===== src/rtl/plid_pkg.sv =====
// Package for the positional list core: sizes, action and status codes, FSM states.
package plid_pkg;

  localparam int DEPTH  = 16;
  localparam int ADDR_W = (DEPTH > 1) ? $clog2(DEPTH) : 1;
  localparam int CNT_W  = $clog2(DEPTH + 1);
  localparam int POS_W  = 5;
  localparam int CMP_W  = (CNT_W > POS_W) ? CNT_W : POS_W;
  localparam int DATA_W = 32;
  localparam int OCNT_W = 5;

  typedef enum logic [1:0] {
    ACT_INSERT = 2'd0,
    ACT_DELETE = 2'd1,
    ACT_DUMP   = 2'd2
  } action_t;

  typedef enum logic [1:0] {
    ST_OK     = 2'd0,
    ST_FULL   = 2'd1,
    ST_EMPTY  = 2'd2,
    ST_BADPOS = 2'd3
  } status_t;

  typedef enum logic [1:0] {
    S_IDLE,
    S_UP,
    S_DOWN,
    S_DUMP
  } state_t;

endpackage


===== src/rtl/positional_list_insert_delete_core.sv =====
// Positional list core: packed list in a synchronous RAM with insert, delete and dump.
//
// A transaction is taken when start is high and busy is low. Results appear on
// status/data/count/last for exactly one cycle with strobe high; the receiver cannot
// stall them. Entries live in one RAM with one write and one registered read port,
// so shifting moves one entry per cycle during an insert or delete, and a dump gives
// one result per entry. Rejected or trivial transactions (full, empty, bad position,
// unused action) give one result.
module positional_list_insert_delete_core
  import plid_pkg::*;
(
  input  logic                     clk,
  input  logic                     rst,
  input  logic                     start,
  output logic                     busy,
  input  logic [1:0]               action,
  input  logic [POS_W-1:0]         position,
  input  logic signed [DATA_W-1:0] value,
  output logic                     strobe,
  output logic [1:0]               status,
  output logic signed [DATA_W-1:0] data,
  output logic [OCNT_W-1:0]        count,
  output logic                     last
);

  logic [DATA_W-1:0] mem [DEPTH];
  logic [DATA_W-1:0] rd_data;
  logic              rd_en;
  logic [ADDR_W-1:0] rd_addr;
  logic              wr_en;
  logic [ADDR_W-1:0] wr_addr;
  logic [DATA_W-1:0] wr_data;

  state_t              state, state_next;
  logic [CNT_W-1:0]    entry_count, entry_count_next;
  logic [CNT_W-1:0]    ptr, ptr_next;
  logic [CNT_W-1:0]    pos, pos_next;
  logic [DATA_W-1:0]   val, val_next;
  logic                pend, pend_next;
  logic                pend_last, pend_last_next;
  logic [ADDR_W-1:0]   pend_addr, pend_addr_next;
  logic                strobe_next;
  logic [1:0]          status_next;
  logic [DATA_W-1:0]   data_next;
  logic [OCNT_W-1:0]   count_next;
  logic                last_next;
  logic [CNT_W-1:0]    ptr_m1, ptr_p1;

  assign busy   = (state != S_IDLE);
  assign ptr_m1 = ptr - 1'b1;
  assign ptr_p1 = ptr + 1'b1;

  always_ff @(posedge clk) begin
    if (wr_en) begin
      mem[wr_addr] <= wr_data;
    end
    if (rd_en) begin
      rd_data <= mem[rd_addr];
    end
  end

  always_comb begin
    state_next       = state;
    entry_count_next = entry_count;
    ptr_next         = ptr;
    pos_next         = pos;
    val_next         = val;
    pend_next        = pend;
    pend_last_next   = pend_last;
    pend_addr_next   = pend_addr;
    strobe_next      = 1'b0;
    status_next      = status;
    data_next        = '0;
    count_next       = count;
    last_next        = last;
    rd_en            = 1'b0;
    rd_addr          = '0;
    wr_en            = 1'b0;
    wr_addr          = '0;
    wr_data          = '0;

    unique case (state)
      S_IDLE: begin
        pend_next = 1'b0;
        if (start) begin
          strobe_next = 1'b1;
          last_next   = 1'b1;
          count_next  = OCNT_W'(entry_count);
          status_next = ST_OK;
          case (action)
            ACT_INSERT: begin
              if (entry_count == CNT_W'(DEPTH)) begin
                status_next = ST_FULL;
              end else if (CMP_W'(position) > CMP_W'(entry_count)) begin
                status_next = ST_BADPOS;
              end else begin
                strobe_next = 1'b0;
                pos_next    = CNT_W'(position);
                val_next    = value;
                ptr_next    = entry_count;
                state_next  = S_UP;
              end
            end
            ACT_DELETE: begin
              if (entry_count == '0) begin
                status_next = ST_EMPTY;
              end else if (CMP_W'(position) >= CMP_W'(entry_count)) begin
                status_next = ST_BADPOS;
              end else begin
                strobe_next = 1'b0;
                pos_next    = CNT_W'(position);
                ptr_next    = CNT_W'(position);
                state_next  = S_DOWN;
              end
            end
            ACT_DUMP: begin
              if (entry_count == '0) begin
                status_next = ST_EMPTY;
              end else begin
                strobe_next = 1'b0;
                ptr_next    = '0;
                state_next  = S_DUMP;
              end
            end
            default: begin
              status_next = ST_BADPOS;
            end
          endcase
        end
      end

      S_UP: begin
        if (pend) begin
          wr_en   = 1'b1;
          wr_addr = pend_addr;
          wr_data = rd_data;
        end
        if (ptr != pos) begin
          rd_en          = 1'b1;
          rd_addr        = ptr_m1[ADDR_W-1:0];
          pend_next      = 1'b1;
          pend_addr_next = ptr[ADDR_W-1:0];
          ptr_next       = ptr_m1;
        end else if (!pend) begin
          wr_en            = 1'b1;
          wr_addr          = pos[ADDR_W-1:0];
          wr_data          = val;
          entry_count_next = entry_count + 1'b1;
          strobe_next      = 1'b1;
          status_next      = ST_OK;
          last_next        = 1'b1;
          count_next       = OCNT_W'(entry_count + 1'b1);
          state_next       = S_IDLE;
        end else begin
          pend_next = 1'b0;
        end
      end

      S_DOWN: begin
        if (pend) begin
          wr_en   = 1'b1;
          wr_addr = pend_addr;
          wr_data = rd_data;
        end
        if (ptr_p1 < entry_count) begin
          rd_en          = 1'b1;
          rd_addr        = ptr_p1[ADDR_W-1:0];
          pend_next      = 1'b1;
          pend_addr_next = ptr[ADDR_W-1:0];
          ptr_next       = ptr_p1;
        end else if (!pend) begin
          entry_count_next = entry_count - 1'b1;
          strobe_next      = 1'b1;
          status_next      = ST_OK;
          last_next        = 1'b1;
          count_next       = OCNT_W'(entry_count - 1'b1);
          state_next       = S_IDLE;
        end else begin
          pend_next = 1'b0;
        end
      end

      S_DUMP: begin
        if (pend) begin
          strobe_next = 1'b1;
          status_next = ST_OK;
          data_next   = rd_data;
          last_next   = pend_last;
          count_next  = OCNT_W'(entry_count);
        end
        if (ptr < entry_count) begin
          rd_en          = 1'b1;
          rd_addr        = ptr[ADDR_W-1:0];
          pend_next      = 1'b1;
          pend_last_next = (ptr_p1 == entry_count);
          ptr_next       = ptr_p1;
        end else begin
          pend_next = 1'b0;
          if (pend && pend_last) begin
            state_next = S_IDLE;
          end
        end
      end

      default: begin
        state_next = S_IDLE;
      end
    endcase
  end

  always_ff @(posedge clk) begin
    if (rst) begin
      state       <= S_IDLE;
      entry_count <= '0;
      pend        <= 1'b0;
      strobe      <= 1'b0;
    end else begin
      state       <= state_next;
      entry_count <= entry_count_next;
      pend        <= pend_next;
      strobe      <= strobe_next;
    end
  end

  always_ff @(posedge clk) begin
    ptr       <= ptr_next;
    pos       <= pos_next;
    val       <= val_next;
    pend_last <= pend_last_next;
    pend_addr <= pend_addr_next;
    status    <= status_next;
    data      <= data_next;
    count     <= count_next;
    last      <= last_next;
  end

endmodule


===== config.mk =====
export PLATFORM = sky130hd
export DESIGN_NAME = positional_list_insert_delete_core
export DESIGN_NICKNAME = d
export VERILOG_FILES = /design/src/rtl/plid_pkg.sv /design/src/rtl/positional_list_insert_delete_core.sv
export SDC_FILE = /design/constraint.sdc
export NUM_CORES = 1
export LEC_CHECK = 0
export BUFFER_PORTS_ARGS = -buffer_cell sky130_fd_sc_hd__clkbuf_2
export CAP_MARGIN = 40
export CELL_PAD_IN_SITES_DETAIL_PLACEMENT = 1
export CELL_PAD_IN_SITES_GLOBAL_PLACEMENT = 1
export CORE_MARGIN = 2
export CORE_UTILIZATION = 57
export DETAILED_ROUTE_END_ITERATION = 6
export GPL_TIMING_DRIVEN = 1
export MAX_ROUTING_LAYER = met4
export PLACE_DENSITY = 0.82
export SYNTH_ARGS = -nofsm -noshare
export SYNTH_HDL_FRONTEND = slang
export SYNTH_SLANG_ARGS = --single-unit

===== constraint.sdc =====
create_clock -name clk -period 7.5 [get_ports clk]
set_clock_uncertainty 0.05 [all_clocks]
set_input_delay 1.5 -clock clk [delete_from_list [all_inputs] [get_ports clk]]
set_output_delay 1.5 -clock clk [all_outputs]
set_load 0.02 [all_outputs]

# Word level (Yosys, flattened, before mapping)
# Memory sizes are Yosys's and may differ from the RTL's. A register that Yosys moved wholly into a read port is not among the register bits.
# Index checks and enable logic that the tools add are counted.
[totals]
out_inout_bits = 42
ff_bits = 96
elab_cells = 159
mem_count = 1
ram_bits = 512
in_bits = 42
[classes]
n_addsub = 4
order_cmp = 4
n_bitwise = 2
n_eq_ne = 29
n_reduce_logical = 16
n_mux = 90
[memory_table]
columns = ["name", "depth", "width", "read_ports", "rd_clocked_by_memory_dff", "write_ports", "line", "rtl"]
rows = [
  ["mem", 16, 32, 1, 1, 1, "positional_list_insert_delete_core.sv:26", "logic [DATA_W-1:0] mem [DEPTH];"],
]
[op_table]
columns = ["operator", "count"]
rows = [
  ["32-bit two-way mux", 3],
  ["5-bit two-way mux", 17],
  ["32-bit case mux with 2 select lines", 1],
  ["2-bit two-way mux", 21],
  ["5-bit case mux with 4 select lines", 2],
  ["4-bit two-way mux", 8],
  ["2-bit != test (second input constant)", 15],
  ["1-bit two-way mux", 22],
  ["5-bit case mux with 2 select lines", 2],
  ["2-bit case mux with 4 select lines", 2],
  ["4-bit case mux with 2 select lines", 2],
  ["3-bit != test (second input constant)", 5],
  ["5-bit case mux with 3 select lines", 1],
  ["1-bit case mux with 4 select lines", 3],
  ["2-bit case mux with 3 select lines", 2],
  ["4-bit case mux with 3 select lines", 1],
  ["11-bit AND reduction", 1],
  ["5-bit by 1-bit adder with 5-bit output (second input constant)", 2],
  ["5-bit less-than comparator", 2],
  ["10-bit AND reduction", 1],
  ["5-bit AND reduction", 2],
  ["5-bit by 1-bit subtractor with 5-bit output (second input constant)", 2],
  ["7-bit AND reduction", 1],
  ["2-bit == test (second input constant)", 3],
  ["other kinds (18)", 24],
]

# Logic depth before layout (Yosys ltp)
# Gate-level depths: netlist (run 1).
[depth]
ltp_word = 6
ltp_mapped = 16
mapped_depth_nobuf = 12

# Least setup slack after synthesis (run 1)
# Ideal clock, no wire load.
[synth_path]
kind = "input port to flip-flop"
from = "input port position[1]"
to = "register val[0], enable pin"
stages = 7
path_buffers = 0
required_time_ps = 6989
setup_time_ps = 461
arrival_ps = 4862
slack_ps = 2127
path_cell_list = "ha_1 -> nor2b_1 -> o21a_1 -> o21a_1 -> o21a_1 -> o21ba_1 -> nor3_1"
[synth_between]
elab_chain_cells = 3
[synth_lines]
columns = ["element", "line", "rtl"]
rows = [
  ["start, declared", "positional_list_insert_delete_core.sv:17", "input logic [POS_W-1:0] position,"],
  ["5-bit > comparator", "positional_list_insert_delete_core.sv:94", "end else if (CMP_W'(position) > CMP_W'(entry_count)) begin"],
  ["1-bit NOT (no source line)", "n/a", ""],
  ["5-bit AND reduction (no source line)", "n/a", ""],
  ["end signal, assigned", "positional_list_insert_delete_core.sv:228", "val <= val_next;"],
  ["end, declared", "positional_list_insert_delete_core.sv:38", "logic [DATA_W-1:0] val, val_next;"],
]
# No other way between the ends.
# A chain may end at the register's enable or synchronous reset.

# Worst setup path after layout (run 1)
[layout_path]
from = "register ptr[1]"
to = "register rd_data[19] (read register of mem), data pin"
[layout_between]
elab_chain_cells = 4
word_cells_on_any_way = 13
cone_classes = "2 x add/sub; 2 x order compare; 1 x eq/ne; 8 x mux"
[layout_lines]
columns = ["element", "line", "rtl"]
rows = [
  ["start, declared", "positional_list_insert_delete_core.sv:36", "logic [CNT_W-1:0] ptr, ptr_next;"],
  ["start signal, assigned", "positional_list_insert_delete_core.sv:226", "ptr <= ptr_next;"],
  ["5-bit by 1-bit adder with 5-bit output", "positional_list_insert_delete_core.sv:51", "assign ptr_p1 = ptr + 1'b1;"],
  ["5-bit less-than comparator", "positional_list_insert_delete_core.sv:165", "if (ptr_p1 < entry_count) begin"],
  ["4-bit two-way mux / 1-bit two-way mux (equally long branches)", "positional_list_insert_delete_core.sv:165", ""],
  ["4-bit case mux with 3 select lines / 1-bit case mux with 3 select lines (equally long branches)", "positional_list_insert_delete_core.sv:82", "unique case (state)"],
  ["end, declared", "positional_list_insert_delete_core.sv:27", "logic [DATA_W-1:0] rd_data;"],
]
# Parallel ways exist; a longest one is shown, timed or not.

==> results of run 1 <==
report_power, final:
group | switching (W) | internal, W
Clock | 0.00138 | 0.00192
Combinational | 0.000315 | 0.000161
Sequential | 0.0000397 | 0.00390
Total | 0.00174 | 0.00598
flip-flops by register name, summed over array words and instances, names as in the netlist, 5 cells and up:
name / count
entry_count: 5
mem: 512
pos: 5
rd_data: 32
count: 5
data: 32
val: 32
ptr: 5
through the flow:
| stage | utilization, % | hold WS [ps] | power [W] | setup WS (ps) |
|---|---|---|---|---|
| 2_1_floorplan | - | 421 | 0.00431 | 2130 |
| 3_3_place_gp | 60.1 | 463 | 0.00443 | 2990 |
| 3_5_place_dp | 60.2 | 473 | 0.00447 | 2720 |
| 4_1_cts | 65.0 | 491 | 0.00774 | 2640 |
| 5_1_grt | 65.4 | 505 | 0.00789 | 2220 |
| 6_report | 65.4 | 498 | 0.00772 | 2510 |
synth_stat cells, types with 28 or more instances:
library cell	number
a21oi_1	47
a221o_1	32
a22oi_1	36
a32oi_1	31
and3_1	34
buf_2	33
clkbuf_1	44
dfxtp_1	41
edfxtp_1	599
ha_1	28
mux2i_1	257
nand2_1	194
nand3_1	86
nor2_1	72
final cells by class:
cell class | count | share of cell area (%)
timing repair buffer | 143 | 3.12
multi-input combinational | 941 | 23.1
antenna | 1 | 0.00847
clock inverter | 31 | 1.05
sequential | 640 | 63.7
inverter | 17 | 0.216
tap | 600 | 2.54
clock buffer | 88 | 6.29
layer usage:
metal	vias to the layer above	global-route usage [%]	part of all wire [%]
met5	-	-	0
met4	0	12.9	3.9
met3	228	5.37	7.6
met2	840	53.0	50
met1	8184	40.4	38
li1	6769	-	-
cells in the final DEF (no fill, tap or decap), types with 6 or more instances in the layout:
master / n
a221o_1: 32
clkbuf_8: 6
a21oi_1: 46
clkbuf_1: 13
nand2_1: 194
o21a_1: 8
xnor2_1: 11
dfxtp_1: 40
inv_1: 15
nor2b_1: 6
clkinv_1: 12
nor2_4: 18
mux2i_1: 257
nand4_1: 8
o21ai_0: 13
clkbuf_2: 83
nand3_1: 86
ha_1: 28
clkbuf_16: 69
nor2_1: 56
buf_4: 52
a32oi_1: 31
a22oi_1: 36
and3_1: 34
clkinv_2: 9
edfxtp_1: 599
path summary, 6_finish.rpt:
path,endpoint,startpoint,cells past startpoint,slack [ps]
setup / recovery,rd_data[19],ptr[1],14,2510
hold / removal,data[24],rd_data[24],1,500
setup reg to reg,rd_data[19],ptr[1],14,2510
hold reg to reg,data[24],rd_data[24],1,500
cell families (layout without fill, tap and decap cells):
kind of cell,count (synthesis),in the layout,synth area share (%)
other,0,1,0
adders and majority gates,28,28,1.35
buffers and inverters,119,279,2.24
muxes,258,258,9.93
xor gates and xnor gates,14,14,0.471
AOI/OAI and AO/OA,216,216,6.43
and+or+nand+nor,425,425,7.34
DFF,640,640,72.3
critical path, cell delays in order, from the launching register on:
cell and delay, ps:
edfxtp_1 610, ha_1 320, nand3_1 110, xnor2_1 240, ha_1 300, a21oi_1 330, nand2_1 160, o21ai_0 220
o22ai_1 150, nor2_4 230, buf_4 590, buf_4 690, nand2_1 190, a32oi_1 340, nand3_1 130
==> results.py, run 1 <==
metrics = {
    "status": {
        "status": "finished, final reports clean",
    },
    "floorplanning": {
        "pin_count": 84,
        "dieArea_um2": 47400,
        "coreArea_um2": 45200,
        "die_x_um": 218,
        "start_util_pct": 57.6,
        "die_h_um": 218,
        "row_count": 78,
    },
    "yosys": {
        "ys_seq_elements": 640,
        "syn_area_per_cell_um2": 15.3,
        "synth.distinct_cells": 67,
        "synth_top_area_share_pct": 69.1,
        "synth_top_area_cell": "edfxtp_1",
        "synth_top_flop_cell": "edfxtp_1",
        "yosys_warnings": 0,
        "synth_cells": 1700,
        "synth_area_leaders": "edfxtp_1, mux2i_1, dfxtp_1",
        "ys_async_sr_fraction_pct": 0,
        "synth_edf_count": 599,
        "netlist_area_um2": 26000,
        "syn_nets": 1770,
        "yosysSeqAreaShare_pct": 72.3,
    },
    "cts": {
        "cts_tree": "yes",
        "cts_buffers": 66,
        "hold_buffers": 0,
        "clk_path_buf_depth": 3,
        "post_cts_resized": 0,
        "cts_sinks": 640,
        "clock_latency_ps": 610,
        "cts_setup_buffers": 0,
        "clockRootBuffer": "clkbuf_16",
        "clkTransAtPathRegs_ps": 60,
        "h-tree-depth": 3,
    },
    "timing": {
        "period_minus_slack_ps": 4990,
        "rsz0062_at_grt": "false",
        "fin_tns_setup_ps": 0,
        "fmax_mhz": 200,
        "fin_crit_sh_pct": 66.5,
        "finalHoldViolations": 0,
        "maxSlewHeadroom_pct": 25.6,
        "maxSlewViolCount": 0,
        "tightest_slew_ps": 1120,
        "final-setup-viol-count": 0,
    },
    "grt": {
        "grt_max_degree": 137,
        "antenna_found_initial": 2,
        "grt-ovfl-total": 0,
        "track_usage_pct": 32.3,
        "grt_pass1_wl_mm": 108,
        "grt_pass1_vias": 16889,
    },
    "worst_setup_path": {
        "critPathArrivalTime_ps": 5290,
        "start_kind": "flip-flop",
        "cp.required_ps": 7800,
        "endpoint_kind": "flip-flop",
        "path_max_fanout": 47,
        "path_class": "reg -> reg",
    },
    "routing": {
        "drc": 0,
        "dr.pass1.iters": 6,
        "drt-total-wl_mm": 73.3,
        "wl_per_cell_um": 29.8,
        "dr.first_iter.drc_count": 1525,
        "via_per_inst": 6.51,
        "vias": 16021,
        "ant_nets": 0,
    },
    "placement": {
        "dpl-instance-area_um2": 27200,
        "dp_cells": 2321,
        "place_hpwl_mm": 39.3,
        "port_buffers": 83,
        "gp_congestion": 0.865,
    },
    "layout": {
        "fillCellCount": 4064,
        "area_delta_synth_final_pct": 13.5,
        "drive_gt1_share_pct": 14.9,
        "fin_cells": 2461,
        "multi_input_area_um2": 6830,
        "final_cell_area_um2": 29500,
        "final_nets": 1879,
        "regArea_um2": 18800,
    },
    "min_path": {
        "worst_hold_path_type": "reg -> reg",
    },
    "power_and_ir_drop": {
        "power_leakage_nw": 8.53,
        "power_density_nw_per_um2": 261,
        "max-vdd-ir-drop_uv": 226,
    },
    "job": {
        "cap_violations": 0,
    },
}
(Power assumes the default switching activity.)
==> run 2: changes to the inputs <==
CORE_UTILIZATION = 53   (was 57)
PLACE_DENSITY = 0.77   (was 0.82)
clock period = 4.9 ns   (was 7.5 ns; I/O delays follow)
==> results.py, run 2 (synthesized netlist as in run 1, its figures left out) <==
metrics = {
    "worst_setup_path": {
        "path_delay_family": "buffers and inverters",
        "endpoint_kind": "flip-flop",
        "max_stage_delay_ps": 550,
        "crit_top_cell": "ha_1",
        "start_kind": "flip-flop",
        "crit_buf_inv": 3,
        "path_class": "reg -> reg",
        "path_max_fanout": 28,
        "worstPathCellList": "inv_1 > ha_1 > ha_1 > nor2b_1 > o31ai_2 > nand4_1 > a31oi_4 > buf_12 > buf_4 > mux2i_1 > nand2_1 > a32oi_1 > nand3_1",
        "critPathArrivalTime_ps": 4530,
        "cp.required_ps": 5200,
        "critPathSlowestCell": "edfxtp_1",
    },
    "routing": {
        "dr.first_iter.drc_count": 1413,
        "vias": 15681,
        "ant_nets": 0,
        "dr.pass1.iters": 7,
        "drc": 0,
        "drt-total-wl_mm": 71.4,
        "via_per_inst": 6.19,
        "wl_per_cell_um": 28.2,
    },
    "grt": {
        "met2_usage_pct": 49.1,
        "grtUsageMet1_pct": 37.3,
        "grt.busiest_layer": "met2",
        "antenna_found_initial": 1,
        "track_usage_pct": 29.4,
        "grt-ovfl-total": 0,
        "grt_max_degree": 99,
        "grt_pass1_vias": 16452,
        "grt_pass1_wl_mm": 105,
        "use_met3_pct": 4.16,
    },
    "layout": {
        "final_nets": 1891,
        "layout_common_cells": "edfxtp_1, mux2i_1, nand2_1",
        "regMostFlops": "mem",
        "antenna_cells": 0,
        "final_common_cell": "edfxtp_1",
        "final_cell_area_um2": 29800,
        "area_delta_synth_final_pct": 14.4,
        "drive_gt1_share_pct": 15.2,
        "utilization_pct": 61.1,
        "largest_reg_flops": 512,
    },
    "placement": {
        "place_hpwl_mm": 40.8,
        "port_buffers": 83,
        "dpl-instance-area_um2": 27700,
        "gp_congestion": 0.860,
    },
    "power_and_ir_drop": {
        "max-vdd-ir-drop_uv": 299,
        "power_density_nw_per_um2": 389,
        "power_leakage_nw": 8.56,
        "power_w": 0.0116,
    },
    "floorplanning": {
        "die_h_um": 226,
        "dieArea_um2": 50900,
        "die_x_um": 226,
        "coreArea_um2": 48700,
        "pin_count": 84,
        "start_util_pct": 53.4,
        "row_count": 81,
    },
    "cts": {
        "cts_tree": "yes",
        "clkTransAtPathRegs_ps": 60,
        "h-tree-depth": 3,
        "post_cts_resized": 0,
        "clock_latency_ps": 600,
        "hold_buffers": 0,
        "cts_setup_buffers": 0,
        "clk_path_buf_depth": 3,
        "cts_buffers": 67,
        "clockRootBuffer": "clkbuf_16",
        "cts_sinks": 640,
    },
    "timing": {
        "finalHoldViolations": 0,
        "maxSlewViolCount": 0,
        "tightest_slew_ps": 1020,
        "fin_crit_sh_pct": 86.5,
        "maxSlewHeadroom_pct": 31.4,
        "final-setup-viol-count": 0,
        "rsz0062_at_grt": "false",
        "fmax_mhz": 236,
        "period_minus_slack_ps": 4240,
        "fin_tns_setup_ps": 0,
    },
    "job": {
        "cap_violations": 0,
    },
    "status": {
        "status": "finished, final reports clean",
    },
    "min_path": {
        "worst_hold_path_type": "reg -> reg",
    },
}
-- run 2: cell types whose count changed in the layout (fill, tap and decap cells not counted), moves of 2 or more --
cell / before / now
buf_12: 5 / 21
clkinv_1: 12 / 9
bufinv_16: 5 / 3
clkinv_8: 2 / 0
buf_4: 52 / 49
clkbuf_16: 69 / 67
clkbuf_1: 13 / 20
clkbuf_8: 6 / 4
buf_2: 3 / 0
inv_6: 1 / 3
-- run 2: layout make-up --
type | instances | area (um2)
fill | 4398 | 19000
sequential | 640 | 18800
multi-input combinational | 941 | 6830
clock buffer | 91 | 1810
timing repair buffer | 154 | 1230
tap | 664 | 831
clock inverter | 27 | 215
inverter | 17 | 63.8
-- run 2: path summary, 6_finish.rpt --
check	from	end	slack, ps	cells after the start
setup reg to reg	ptr[0]	rd_data[4]	660	13
hold reg to reg	rd_data[18]	data[18]	490	1
setup / recovery	ptr[0]	rd_data[4]	660	13
hold / removal	rd_data[18]	data[18]	490	1
-- run 2: per-stage QoR --
stage | instances | setup slack (ps) | hold WS, ps
after global placement | 2400 | 702 | 459
final | 2534 | 661 | 485
after CTS | 2523 | 708 | 478
after global routing | 2534 | 394 | 487
after floorplan | 1700 | 46.6 | 421
after detailed placement | 2405 | 725 | 459
-- run 2: metal layers --
layer / up-vias / routed length [um] / part of all wire, %
met1: 8187 / 29400 / 41
li1: 6779 / - / -
met3: 159 / 3730 / 5.2
met5: - / 0 / 0
met4: 0 / 2210 / 3.1
met2: 556 / 36100 / 50
-- run 2: power breakdown --
group	total, W	leakage (nW)	switching [W]	internal (W)
registers	0.00601	4.69	0.0000505	0.00596
clock network	0.00483	0.988	0.00208	0.00274
logic	0.000753	2.88	0.000497	0.000256
total	0.0116	8.56	0.00263	0.00896
==> run 3: changes to the inputs <==
CORE_ASPECT_RATIO = 0.6   (was default)
CORE_UTILIZATION = 48   (was 53)
PLACE_DENSITY = 0.73   (was 0.77)
clock period = 3.8 ns   (was 4.9 ns; I/O delays follow)
==> results.py, run 3 (synthesized netlist as in run 1, its figures left out) <==
metrics = {
    "status": {
        "status": "finished, final reports clean",
    },
    "layout": {
        "antenna_cells": 0,
        "largest_reg_flops": 512,
        "layout_common_cells": "edfxtp_1, mux2i_1, nand2_1",
        "fin_cells": 2625,
        "regMostFlops": "mem",
        "fillCellCount": 5049,
        "final_nets": 1936,
        "final_common_cell": "edfxtp_1",
        "drive_gt1_share_pct": 17.6,
        "utilization_pct": 56.6,
        "area_delta_synth_final_pct": 17.0,
    },
    "routing": {
        "met1Wirelength_mm": 32.1,
        "dr.pass1.iters": 7,
        "met2_length_mm": 33.9,
        "drc": 0,
        "vias": 15689,
        "dr.first_iter.drc_count": 1498,
        "highest_layer": "met4",
        "wl_per_cell_um": 27.6,
        "wl_met3_mm": 5.01,
        "ant_nets": 0,
        "via_per_inst": 5.98,
        "drt-total-wl_mm": 72.3,
    },
    "placement": {
        "port_buffers": 83,
        "place_hpwl_mm": 42.9,
        "dp_cells": 2513,
        "gp_congestion": 0.879,
    },
    "cts": {
        "cts_tree": "yes",
        "clockRootBuffer": "clkbuf_16",
        "h-tree-depth": 2,
        "hold_buffers": 0,
        "clkTransAtPathRegs_ps": 70,
        "clk_path_buf_depth": 3,
        "cts_sinks": 640,
        "clock_latency_ps": 610,
        "cts_buffers": 57,
    },
    "worst_setup_path": {
        "start_kind": "flip-flop",
        "critPathArrivalTime_ps": 4020,
        "path_max_fanout": 16,
        "cp.required_ps": 4090,
        "r2r_cells": 14,
        "path_class": "reg -> reg",
        "endpoint_kind": "flip-flop",
    },
    "timing": {
        "finalHoldViolations": 0,
        "fin_crit_sh_pct": 98.1,
        "maxSlewHeadroom_pct": 42.2,
        "final-setup-viol-count": 0,
        "tightest_slew_ps": 867,
        "fmax_mhz": 268,
        "hold_ws_ps": 277,
        "maxSlewViolCount": 0,
        "rsz0062_at_grt": "true",
        "fin_tns_setup_ps": 0,
        "period_minus_slack_ps": 3730,
    },
    "floorplanning": {
        "row_count": 66,
        "dieArea_um2": 56200,
        "coreArea_um2": 53800,
        "pin_count": 84,
        "start_util_pct": 48.3,
        "die_x_um": 305,
        "die_h_um": 184,
    },
    "grt": {
        "grt_pass1_vias": 16241,
        "antenna_found_initial": 0,
        "grt_max_degree": 44,
        "grt_pass1_wl_mm": 106,
        "grt-ovfl-total": 0,
        "track_usage_pct": 26.3,
    },
    "min_path": {
        "whs_path_depth": 1,
        "worst_hold_path_type": "in -> reg",
    },
    "power_and_ir_drop": {
        "max-vdd-ir-drop_uv": 445,
        "p_comb_share_pct": 7.2,
        "netSwitchingFraction_pct": 22.7,
        "seq_power_share_pct": 52.7,
        "p_int_w": 0.0113,
        "power_density_nw_per_um2": 482,
        "clockPowerShare_pct": 40.0,
        "p_sw_w": 0.00333,
        "power_leakage_nw": 8.86,
        "power_w": 0.0147,
    },
    "job": {
        "cap_violations": 0,
    },
}
[run 3: cell types whose count changed in the layout (fill, tap and decap cells not counted), moves of 3 or more]
cell,delta
bufinv_16,+4
clkbuf_1,-8
buf_4,+32
inv_6,-3
clkbuf_16,-5
buf_12,+11
buf_16,+4
[run 3: critical path, cell delays in order (launching register included)]
cell and delay [ps]:
edfxtp_1 450, inv_1 70, ha_1 350, ha_1 330, nor2b_1 160, o31ai_2 270
nand4_1 300, a31oi_4 270, buf_12 230, buf_12 170, clkbuf_16 200, mux2i_1 230
nand2_1 80, a32oi_1 200, nand3_1 90
[run 3: through the flow]
| step | area, um2 | setup WS (ps) |
|---|---|---|
| floorplan | 26000 | 79.3 |
| global placement | 28300 | 190 |
| detailed placement | 28300 | -1.93 |
| CTS | 30200 | 50.3 |
| global route | 30500 | -21.4 |
| finish | 30500 | 71.0 |
[run 3: power groups by stage]
stage               combinational [W]  clock (W)  sequential (W)
floorplan                    0.000604          0         0.00790
global placement             0.000986          0         0.00789
detailed placement            0.00101          0         0.00789
CTS                           0.00102    0.00594         0.00773
global route                  0.00114    0.00622         0.00774
finish                        0.00106    0.00587         0.00774
[run 3: final timing paths]
check	to	startpoint	slack (ps)
min reg2reg	data[4]	rd_data[4]	500
max reg2reg	rd_data[2]	ptr[1]	70
max	rd_data[2]	ptr[1]	70
min	val[26]	value[26]	280
[run 3: layout make-up]
type | count | area (um2) | area share, %
clock buffers | 71 | 1500 | 4.92
clock inverters | 33 | 360 | 1.18
inverters | 17 | 63.8 | 0.210
multi-input cells | 941 | 6860 | 22.5
flip-flops and latches | 640 | 18800 | 61.8
well taps | 714 | 893 | 2.93
repair buffers | 209 | 1960 | 6.45
[run 3: repair_timing]
item,CTS,global route
gates cloned,0,5
pin swaps,0,2
setup buffers,0,3
endpoints found under the setup margin,2,31
resized for setup,1,14
[run 3: metal layers]
layer,global-route usage (%),up-vias
li1,-,6878
met1,36.6,8155
met2,41.3,550
met3,3.93,106
met4,6.18,0
met5,-,-
